**config.mk**
```make
export PLATFORM = sky130hd
export DESIGN_NAME = triangle_filter_splatter_top
export DESIGN_NICKNAME = d
export VERILOG_FILES = /design/src/rtl/tfs_pkg.sv /design/src/rtl/triangle_filter_splatter_top.sv
export SDC_FILE = /design/constraint.sdc
export NUM_CORES = 1
export LEC_CHECK = 0
export ABC_AREA = 1
export ABC_CLOCK_PERIOD_IN_PS = 18000
export BUFFER_PORTS_ARGS = -buffer_cell sky130_fd_sc_hd__buf_2
export CORE_UTILIZATION = 60
export CTS_CLUSTER_SIZE = 25
export DETAILED_ROUTE_END_ITERATION = 12
export GPL_TIMING_DRIVEN = 0
export PLACE_DENSITY = 0.89
export SETUP_SLACK_MARGIN = 0.2
export SYNTH_ARGS = -nofsm -noshare
export SYNTH_HDL_FRONTEND = slang
export SYNTH_SLANG_ARGS = --single-unit
```
**constraint.sdc**
```tcl
create_clock -name clk -period 18 [get_ports clk]
set_clock_uncertainty 0.15 [all_clocks]
set_input_delay 1.8 -clock clk [delete_from_list [all_inputs] [get_ports clk]]
set_output_delay 1.8 -clock clk [all_outputs]
set_load 0.005 [all_outputs]
```
**src/rtl/tfs_pkg.sv**
```systemverilog
`timescale 1ns / 1ps

package tfs_pkg;

	// fixed field widths
	localparam int WIDTH_W    = 14;
	localparam int RES_W      = 13;
	localparam int POS_W      = 16;
	localparam int TAG_W      = 16;
	localparam int PIX_W      = 14;
	localparam int WEIGHT_W   = 28;
	localparam int CFG_IDX_W  = 2;
	localparam int IN_DATA_W  = 2 * POS_W + TAG_W;
	localparam int OUT_DATA_W = 2 * PIX_W + WEIGHT_W + TAG_W;

	// parameter defaults
	localparam int DEF_MAX_RADIUS = 3;
	localparam int DEF_FRAC_BITS  = 12;

	// resolution limits and reset values
	localparam logic [RES_W-1:0] RES_MAX   = 13'd4096;
	localparam logic [RES_W-1:0] RES_RESET = 13'd1024;

	// configuration register indexes
	typedef enum logic [CFG_IDX_W-1:0] {
		REG_FILTER_WIDTH = 2'd0,
		REG_RES_X        = 2'd1,
		REG_RES_Y        = 2'd2
	} cfg_reg_t;

	// sequencer states
	typedef enum logic [1:0] {
		ST_IDLE,
		ST_LOC_X,
		ST_LOC_Y,
		ST_EMIT
	} state_t;

endpackage

```
**src/rtl/triangle_filter_splatter_top.sv**
```systemverilog
`timescale 1ns / 1ps

// Tent filter splatter: each sample request (normalized x/y position and a tag) is scaled
// by the image resolution and spread over the (2R+1)^2 pixels around its nearest pixel,
// R = ceil(min(filter_width, MAX_RADIUS)), rows outer and columns inner, each pixel carrying
// the product of the x and y tent weights; a sample's final pixel has m_tlast set. One
// multiplier is shared: it scales x, then y (input not ready), then forms one pixel weight
// per cycle while the output register can take it. A sample passes through the idle state
// that takes it, the x and y scaling states and the emit state, which issues its pixels.
// The output register lets the next sample be taken while the last pixel waits.
// Configuration writes belong to idle periods only.
module triangle_filter_splatter_top #(
	parameter int MAX_RADIUS = tfs_pkg::DEF_MAX_RADIUS,
	parameter int FRAC_BITS  = tfs_pkg::DEF_FRAC_BITS
) (
	input  logic                           clk,
	input  logic                           arst_n,
	// sample requests
	input  logic                           s_tvalid,
	output logic                           s_tready,
	input  logic [tfs_pkg::IN_DATA_W-1:0]  s_tdata,   // pos_x, pos_y, sample_tag
	// pixel requests
	output logic                           m_tvalid,
	input  logic                           m_tready,
	output logic [tfs_pkg::OUT_DATA_W-1:0] m_tdata,   // pixel_x, pixel_y, weight, tag_out
	output logic                           m_tlast,
	// configuration
	input  logic                           cfg_we,
	input  logic [tfs_pkg::CFG_IDX_W-1:0]  cfg_index,
	input  logic [tfs_pkg::WIDTH_W-1:0]    cfg_data
);
	import tfs_pkg::*;

	localparam int RAD_W   = $clog2(MAX_RADIUS + 1);
	localparam int OFF_W   = RAD_W + 1;
	localparam int DP_W    = FRAC_BITS + 1;
	localparam int D_W     = FRAC_BITS + OFF_W + 1;
	localparam int LIM_W   = FRAC_BITS + RAD_W;
	localparam int CMP_W   = ((WIDTH_W > LIM_W) ? WIDTH_W : LIM_W) + 1;
	localparam int TC_W    = ((WIDTH_W > D_W) ? WIDTH_W : D_W) + 1;
	localparam int MA_W    = POS_W;
	localparam int MB_W    = WIDTH_W;
	localparam int PROD_W  = MA_W + MB_W;
	localparam logic [CMP_W-1:0] LIMIT   = CMP_W'(MAX_RADIUS) << FRAC_BITS;
	localparam logic [CMP_W-1:0] ROUND   = (CMP_W'(1) << FRAC_BITS) - CMP_W'(1);
	localparam logic [DP_W-1:0]  HALF    = DP_W'(1) << (FRAC_BITS - 1);
	localparam logic [CMP_W-1:0] W_TWO   = CMP_W'(2) << FRAC_BITS;
	localparam logic [WIDTH_W-1:0] W_RESET =
		(W_TWO > CMP_W'({WIDTH_W{1'b1}})) ? {WIDTH_W{1'b1}} : W_TWO[WIDTH_W-1:0];

	// tent weight max(0, w - |dp - k|)
	function automatic logic [WIDTH_W-1:0] tent(input logic [WIDTH_W-1:0] w,
			input logic signed [DP_W-1:0] dp, input logic signed [OFF_W-1:0] k);
		logic signed [D_W-1:0] d;
		logic [D_W-1:0]        a;
		logic [TC_W-1:0]       diff;
		d    = D_W'(dp) - (D_W'(k) <<< FRAC_BITS);
		a    = d[D_W-1] ? D_W'(-d) : D_W'(d);
		diff = TC_W'(w) - TC_W'(a);
		return diff[TC_W-1] || (diff == '0) ? '0 : diff[WIDTH_W-1:0];
	endfunction

	state_t state_q, state_d;

	logic [WIDTH_W-1:0] filter_width_q;
	logic [RES_W-1:0]   res_x_q, res_y_q;

	logic [POS_W-1:0]          pos_x_q, pos_y_q;
	logic [TAG_W-1:0]          held_tag_q;
	logic [WIDTH_W-1:0]        w_q;
	logic [RAD_W-1:0]          rad_q;
	logic [RES_W-1:0]          base_px_q, base_py_q;
	logic signed [DP_W-1:0]    frac_dx_q, frac_dy_q;
	logic signed [OFF_W-1:0]   row_q, col_q;

	logic                m_tvalid_q, m_tlast_q;
	logic [PIX_W-1:0]    pixel_x_q, pixel_y_q;
	logic [WEIGHT_W-1:0] weight_q;
	logic [TAG_W-1:0]    tag_out_q;

	logic                    accept, load_out, col_end, row_end;
	logic [CMP_W-1:0]        w_sat, rad_sum;
	logic [RES_W-1:0]        res_x_sat, res_y_sat;
	logic signed [OFF_W-1:0] rad_s, neg_rad;
	logic [WIDTH_W-1:0]      row_weight, col_weight;
	logic [MA_W-1:0]         mul_a;
	logic [MB_W-1:0]         mul_b;
	logic [PROD_W-1:0]       prod;
	logic signed [DP_W-1:0]  dp_new;
	logic [WEIGHT_W-1:0]     weight_new;

	// saturated width and radius, saturated resolutions
	always_comb begin
		w_sat     = (CMP_W'(filter_width_q) > LIMIT) ? LIMIT : CMP_W'(filter_width_q);
		rad_sum   = (w_sat + ROUND) >> FRAC_BITS;
		res_x_sat = (res_x_q > RES_MAX) ? RES_MAX : res_x_q;
		res_y_sat = (res_y_q > RES_MAX) ? RES_MAX : res_y_q;
	end

	// kernel position and tents
	assign rad_s      = $signed({1'b0, rad_q});
	assign neg_rad    = -rad_s;
	assign col_end    = (col_q == rad_s);
	assign row_end    = (row_q == rad_s);
	assign row_weight = tent(w_q, frac_dy_q, row_q);
	assign col_weight = tent(w_q, frac_dx_q, col_q);

	// shared multiplier: position scaling, then pixel weights
	always_comb begin
		case (state_q)
			ST_LOC_X: begin
				mul_a = pos_x_q;
				mul_b = MB_W'(res_x_sat);
			end
			ST_LOC_Y: begin
				mul_a = pos_y_q;
				mul_b = MB_W'(res_y_sat);
			end
			default: begin
				mul_a = MA_W'(row_weight);
				mul_b = col_weight;
			end
		endcase
		prod       = PROD_W'(mul_a) * PROD_W'(mul_b);
		dp_new     = $signed({1'b0, prod[POS_W-1 -: FRAC_BITS]}) - $signed(HALF);
		weight_new = (prod[PROD_W-1:WEIGHT_W] != '0) ? {WEIGHT_W{1'b1}}
			: prod[WEIGHT_W-1:0];
	end

	// next state and handshake
	always_comb begin
		s_tready = (state_q == ST_IDLE);
		accept   = s_tvalid && s_tready;
		load_out = (state_q == ST_EMIT) && (!m_tvalid_q || m_tready);
		state_d  = state_q;
		case (state_q)
			ST_IDLE:  if (accept) state_d = ST_LOC_X;
			ST_LOC_X: state_d = ST_LOC_Y;
			ST_LOC_Y: state_d = ST_EMIT;
			ST_EMIT:  if (load_out && col_end && row_end) state_d = ST_IDLE;
			default:  state_d = ST_IDLE;
		endcase
	end

	// state register
	always_ff @(posedge clk or negedge arst_n) begin
		if (!arst_n) begin
			state_q <= ST_IDLE;
		end else begin
			state_q <= state_d;
		end
	end

	// configuration registers
	always_ff @(posedge clk or negedge arst_n) begin
		if (!arst_n) begin
			filter_width_q <= W_RESET;
			res_x_q        <= RES_RESET;
			res_y_q        <= RES_RESET;
		end else if (cfg_we) begin
			case (cfg_index)
				REG_FILTER_WIDTH: filter_width_q <= cfg_data;
				REG_RES_X:        res_x_q        <= cfg_data[RES_W-1:0];
				REG_RES_Y:        res_y_q        <= cfg_data[RES_W-1:0];
				default:          ;
			endcase
		end
	end

	// kernel walk offsets
	always_ff @(posedge clk or negedge arst_n) begin
		if (!arst_n) begin
			row_q <= '0;
			col_q <= '0;
		end else begin
			case (state_q)
				ST_LOC_Y: begin
					row_q <= neg_rad;
					col_q <= neg_rad;
				end
				ST_EMIT: begin
					if (load_out) begin
						if (col_end) begin
							col_q <= neg_rad;
							row_q <= row_q + OFF_W'(1);
						end else begin
							col_q <= col_q + OFF_W'(1);
						end
					end
				end
				default: ;
			endcase
		end
	end

	// sample payload, no reset needed
	always_ff @(posedge clk) begin
		if (accept) begin
			pos_x_q    <= s_tdata[POS_W-1:0];
			pos_y_q    <= s_tdata[2*POS_W-1:POS_W];
			held_tag_q <= s_tdata[IN_DATA_W-1:2*POS_W];
			w_q        <= w_sat[WIDTH_W-1:0];
			rad_q      <= rad_sum[RAD_W-1:0];
		end
		if (state_q == ST_LOC_X) begin
			base_px_q <= prod[POS_W+RES_W-1:POS_W];
			frac_dx_q <= dp_new;
		end
		if (state_q == ST_LOC_Y) begin
			base_py_q <= prod[POS_W+RES_W-1:POS_W];
			frac_dy_q <= dp_new;
		end
	end

	// output register valid
	always_ff @(posedge clk or negedge arst_n) begin
		if (!arst_n) begin
			m_tvalid_q <= 1'b0;
		end else if (load_out) begin
			m_tvalid_q <= 1'b1;
		end else if (m_tready) begin
			m_tvalid_q <= 1'b0;
		end
	end

	// output register payload
	always_ff @(posedge clk) begin
		if (load_out) begin
			pixel_x_q <= PIX_W'(base_px_q) + PIX_W'(col_q);
			pixel_y_q <= PIX_W'(base_py_q) + PIX_W'(row_q);
			weight_q  <= weight_new;
			tag_out_q <= held_tag_q;
			m_tlast_q <= col_end && row_end;
		end
	end

	assign m_tvalid = m_tvalid_q;
	assign m_tlast  = m_tlast_q;
	assign m_tdata  = {tag_out_q, weight_q, pixel_y_q, pixel_x_q};

	// a taken sample goes straight to x scaling
	assert property (@(posedge clk) disable iff (!arst_n)
		accept |=> (state_q == ST_LOC_X))
		else $error("sample taken but x scaling not started");

	// kernel walk starts at the top left corner
	assert property (@(posedge clk) disable iff (!arst_n)
		(state_q == ST_LOC_Y) |=> (row_q == neg_rad) && (col_q == neg_rad))
		else $error("kernel walk did not start at corner");

	// offsets stay within the radius while emitting
	assert property (@(posedge clk) disable iff (!arst_n)
		(state_q == ST_EMIT) |-> (col_q <= rad_s) && (col_q >= neg_rad)
			&& (row_q <= rad_s) && (row_q >= neg_rad))
		else $error("kernel offset outside radius");

	// the last pixel ends the walk
	assert property (@(posedge clk) disable iff (!arst_n)
		(load_out && col_end && row_end) |=> (state_q == ST_IDLE) && m_tlast_q)
		else $error("last pixel did not end the sample");

endmodule
```
==> flow_summary.json, run 1 <==
{
  "critical_path_class": "reg2reg",
  "root_buffer": "clkbuf_16",
  "grt_pass1_wl_um": 84050,
  "rsz0062_at_grt": "false",
  "grt-ovfl-total": 0,
  "setup_violations": 0,
  "place_ws_ns": 7.357,
  "critPathRequiredTime_ns": 18.11,
  "worstHoldStart": "held_tag_q[4]",
  "diodes": 0,
  "fin_crit_sh_pct": 60.43,
  "yosysMostFrequentCell": "inv_1",
  "wl_per_cell_um": 18.62,
  "die_y_um": 184.2,
  "wl_um": 52800,
  "route.detailed.drc": 0,
  "cpMostUsedCell": "nand2_1",
  "hp-class": "reg2reg",
  "clk_pin_slew_ns": 0.06,
  "die_area_um2": 33950,
  "r2r_start": "row_q[2]",
  "cts-buffers-inserted": 25,
  "crit_path_max_fanout": 14,
  "ant_nets": 0,
  "rows": 66,
  "insertion_delay_ns": 0.55,
  "status": "completed",
  "worstSetupStartpointType": "flip-flop",
  "drive_gt1_share_pct": 11.49,
  "dr.first_iter.drc_count": 1491,
  "syn_area_per_cell_um2": 9.046,
  "slowest_delay_ns": 0.70,
  "timing.final.ws_setup_ns": 7.122,
  "htreeDepth": 1,
  "dr_total_vias": 16080,
  "synth_common_cells": "408 x inv_1, 388 x nand2_1, 195 x nor2_1",
  "cp-end-kind": "flip-flop",
  "synthCells": 2203,
  "synthTopCellsByArea": "edfxtp_1 28%, fa_1 17%, ha_1 10%",
  "synth_cell_types": 57,
  "port_buffers": 143,
  "cts_hold_buf": 0,
  "synth.top_cell.area_share_pct": 28.18,
  "synth_nets": 2608,
  "grt_pass1_vias": 16240,
  "synthArstFlopShare_pct": 20.76,
  "grt_use_total_pct": 32.16,
  "period_needed_ns": 10.88,
  "cts_sinks": 236,
  "antenna_found_initial": 0,
  "io_pins": 144,
  "core_area_um2": 32620,
  "gp_congestion": 0.9875,
  "postCtsSetupRepairBufs": 0,
  "viasPerCell": 5.669,
  "tightest_slew_ns": 1.264,
  "cap_violations": 0,
  "synth-main-ff-cell": "edfxtp_1",
  "fin_setup_tns_ns": 0,
  "max_slew_margin_pct": 15.73,
  "crit_start": "row_q[2]",
  "grt_max_degree": 50,
  "clockBufferDepth": 3,
  "slew_violations": 0,
  "synth-edff-count": 187,
  "ys_ff_latch": 236,
  "arrival_ns": 10.99,
  "yosysSeqAreaShare_pct": 34.35,
  "start_util_pct": 61.09,
  "cts_resized": 0,
  "nNetsFinal": 2780,
  "yosysWarnings": 0,
  "tritoncts": "built",
  "synth_area_um2": 19930,
  "hold_viol_final": 0,
  "yosysTopAreaCell": "edfxtp_1",
  "hpwl_um": 42900,
  "fmax_ghz": 0.09193,
  "die_x_um": 184.2,
  "critPathSlowestCell": "dfrtp_1",
  "syn2layout_area_growth_pct": 11.20,
  "drtPass1Iterations": 6
}
[critical path: cells and delay by family, from the launching register on]
kind	cells	cell delay, ns
adders and majority gates	9	4.30
and+or+nand+nor	20	3.05
buffers and inverters	9	1.25
AOI/OAI and AO/OA	2	0.88
DFF	1	0.70
xor gates and xnor gates	1	0.25
[worst paths after layout]
kind                                endpoint  slack, ns  depth (start not counted)
min reg2reg                     tag_out_q[4]       0.27                          0
max in group asynchronous           row_q[1]      15.63                          1
min in group asynchronous  filter_width_q[7]       1.35                          1
max reg2reg                     weight_q[15]       7.12                         41
max                             weight_q[15]       7.12                         41
min                             tag_out_q[4]       0.27                          0
[stage by stage]
step	hold slack [ns]	util (%)	std cells	area [um^2]
floorplan	0.2503	-	2203	19930
global route	0.2715	67.94	2836	22160
detailed placement	0.2554	65.13	2790	21240
global placement	0.2524	64.98	2788	21200
finish	0.2690	67.94	2836	22160
CTS	0.2693	67.93	2836	22160
[sequential cells by signal, indices dropped and copies added, names as in the netlist, 2 cells and up]
name,flops
pos_y_q,16
base_py_q,13
frac_dy_q,12
held_tag_q,16
res_x_q,13
rad_q,2
col_q,3
frac_dx_q,12
row_q,3
state_q,2
pixel_y_q,14
pixel_x_q,14
base_px_q,13
tag_out_q,16
w_q,14
weight_q,28
res_y_q,13
filter_width_q,14
pos_x_q,16
[cells in the final DEF (no fill, tap or decap), drive strengths merged, types with 16 or more instances in the layout]
cell and instances:
a21oi 68, o21ai 87, inv 431, nand2 410, xor2 64, buf 167, nand4 16, edfxtp 187
dfrtp 46, ha 165, xnor2 23, nor2 199, nand3 186, fa 171, clkbuf 51
[cell type report]
type	instances	area (um^2)
flip-flops and latches	236	6845
repair buffers	145	755.7
multi-input cells	1493	11240
plain buffers	48	254.0
clock inverters	21	287.8
inverters	426	1602
clock buffers	25	625.6
fillers	2490	10460
well taps	442	553.0
[cell families after synthesis]
logic type | count (synthesis) | synth area share, %
AND/OR/NAND/NOR | 851 | 18.38
buffers and inverters | 474 | 9.311
adder cells (fa/ha/maj) | 336 | 27.54
flip-flops | 236 | 34.35
AO/OA/AOI/OAI | 217 | 6.555
XOR/XNOR | 87 | 3.824
other | 2 | 0.03769
[metal layers]
| metal | share of wire [%] | vias up | GRT usage (%) |
|---|---|---|---|
| met5 | 0 | - | 0 |
| met3 | 9.8 | 178 | 5.671 |
| li1 | - | 7430 | - |
| met2 | 45 | 883 | 52.12 |
| met1 | 40 | 7587 | 42.44 |
| met4 | 4.9 | 0 | 14.30 |
Power of run 1 is not shown: default switching activity piles up to over one toggle a cycle in this logic, so the estimate is an artifact.
==> inputs of run 2 (changes only) <==
Settings changed: ABC_AREA 1 to 0, ABC_CLOCK_PERIOD_IN_PS 18000 to 9200, CORE_UTILIZATION 60 to 56, PLACE_DENSITY 0.89 to 0.88.
Clock period 18 ns to 9.2 ns, I/O delays scaled along.
==> run 2 against run 1 <==
The run now ends with setup timing left; first-iteration DRC count up 1.9%; design area up 7.1%; global-route usage down 1.3 points; worst hold slack worse by 0.0043 ns; sequential cell count unchanged; critical path depth down 1; synthesized area down 2.8%; worst setup slack worse by 7.8 ns; register-to-register slack worse by 7.8 ns; critical path type unchanged; largest cell class unchanged.
==> flow_summary.json, run 2 <==
{
  "reg2reg_slack_ns": -0.69,
  "syn_area_per_cell_um2": 10.61,
  "largest_reg_flops": 28,
  "yosysSeqAreaShare_pct": 35.34,
  "synthTopCellsByArea": "edfxtp_1 29%, fa_1 18%, ha_1 11%",
  "start_util_pct": 57.33,
  "drtPass1Iterations": 8,
  "hp-class": "reg2reg",
  "crit_path_max_fanout": 6,
  "multiInputGateArea_um2": 12610,
  "port_buffers": 143,
  "synth.top_cell.area_share_pct": 28.99,
  "crit_start": "frac_dy_q[11]",
  "setup_violations": 44,
  "grt_pass1_vias": 15800,
  "tightest_slew_ns": 1.213,
  "cap_violations": 0,
  "period_needed_ns": 9.889,
  "final_core_util_pct": 70.23,
  "gr-usage-met2_pct": 51.45,
  "grt-ovfl-total": 0,
  "rsz0062_at_grt": "true",
  "seq_area_um2": 6850,
  "fmax_ghz": 0.1011,
  "hold_viol_final": 0,
  "synth-edff-count": 187,
  "layout_commonest_cell": "inv_1",
  "path_buf_inv": 11,
  "ant_nets": 0,
  "grt_max_degree": 75,
  "globalRouteMet3Util_pct": 5.765,
  "arrival_ns": 10.03,
  "ys_ff_latch": 236,
  "critical_path_class": "reg2reg",
  "nNetsFinal": 2505,
  "yosysTopAreaCell": "edfxtp_1",
  "synth_common_cells": "236 x inv_1, 187 x edfxtp_1, 171 x fa_1",
  "cp-end-kind": "flip-flop",
  "worstSetupStartpointType": "flip-flop",
  "wl_per_cell_um": 21.85,
  "critPathRequiredTime_ns": 9.34,
  "die_y_um": 188.0,
  "critPathSlowestCell": "fa_1",
  "slew_violations": 0,
  "htreeDepth": 1,
  "grt_pass1_wl_um": 84440,
  "violations": "setup timing",
  "insertion_delay_ns": 0.54,
  "tritoncts": "built",
  "synth_area_um2": 19370,
  "slowest_delay_ns": 0.54,
  "antenna_found_initial": 0,
  "clk_pin_slew_ns": 0.07,
  "diodes": 0,
  "core_area_um2": 33780,
  "r2r_start": "frac_dy_q[11]",
  "die_x_um": 188.0,
  "yosysWarnings": 0,
  "dr.first_iter.drc_count": 1520,
  "syn2layout_area_growth_pct": 22.50,
  "crit_family": "adder cells",
  "die_area_um2": 35330,
  "synthArstFlopShare_pct": 20.76,
  "grt_use_total_pct": 30.83,
  "max_slew_margin_pct": 19.11,
  "io_pins": 144,
  "fill_cells": 2185,
  "synth_cell_types": 77,
  "yosysMostFrequentCell": "inv_1",
  "dr_total_vias": 15720,
  "viasPerCell": 6.125,
  "regMostFlops": "weight_q",
  "fin_crit_sh_pct": 107.5,
  "wl_um": 56100,
  "grt.met1_usage_pct": 39.04,
  "rows": 67,
  "grt.busiest_layer": "met2",
  "gp_congestion": 0.9491,
  "cpMostUsedCell": "fa_1",
  "synthCells": 1825,
  "hpwl_um": 40080,
  "root_buffer": "clkbuf_16",
  "worstHoldStart": "held_tag_q[7]",
  "synth_nets": 2230,
  "drive_gt1_share_pct": 27.09,
  "route.detailed.drc": 0,
  "timing.final.ws_setup_ns": -0.6891,
  "cts-buffers-inserted": 25,
  "synth-main-ff-cell": "edfxtp_1",
  "status": "complete, but fails checks",
  "final_cell_mix": "221 x inv_1, 187 x edfxtp_1, 166 x fa_1",
  "cts_sinks": 236,
  "clockBufferDepth": 3
}
run 2: changes by cell type after synthesis, sizes merged, moves of 44 or more:
cell	previous run	this run
inv	425	237
nand2	410	148
nand2b	0	49
nand3	186	30
nor2	199	140
o21ai	87	43
xnor2	23	73
run 2: metal layers:
metal  vias to the layer above  share of wire (%)
li1                       6794                  -
met1                      7552                 37
met2                      1084                 46
met3                       293                9.8
met4                         0                6.4
met5                         -                  0
run 2: cells by family after synthesis:
kind of cell	share of synthesized area, %
AO/OA/AOI/OAI	10.49
XOR/XNOR	4.251
buffers and inverters	5.782
multiplexers	2.578
adder cells (fa/ha/maj)	28.34
other	0.03878
flip-flops	35.34
AND/OR/NAND/NOR	13.18
run 2: timing repair:
action / 4_1_cts / 5_1_grt
pin swaps: 76 / 63
hold buffers: 0 / 0
gates cloned: 4 / 0
buffers inserted: 74 / 26
setup endpoints to repair: 64 / 64
gates resized for setup: 128 / 83
run 2: final timing paths:
check | endpoint | cells past startpoint
max in group asynchronous | col_q[1] | 1
min | tag_out_q[7] | 0
min reg2reg | tag_out_q[7] | 0
max reg2reg | weight_q[9] | 40
min in group asynchronous | res_x_q[9] | 1
max | weight_q[9] | 40
run 2: per-stage QoR:
step                setup TNS, ns  cells  hold WS [ns]  setup slack, ns  cell area, um^2
global route               -33.10   2567        0.2730          -0.9726            23730
finish                     -20.64   2567        0.2647          -0.6891            23730
floorplan                       0   1825        0.2503           0.1692            19810
global placement           -64.12   2416        0.2502           -2.021            21090
detailed placement         -75.22   2417        0.2562           -2.225            21110
CTS                        -11.39   2541        0.2679          -0.4972            23160
run 2: layout make-up:
type                            instances  share of cell area [%]
Buffer                                 51                   1.619
Clock inverter                         13                  0.4957
Inverter                              237                   3.750
Tap cell                              448                   2.363
Timing Repair Buffer                  247                   6.798
Clock buffer                           33                   2.932
Sequential cell                       236                   28.87
Multi-Input combinational cell       1302                   53.17
Power of run 2 is left out for the same reason.
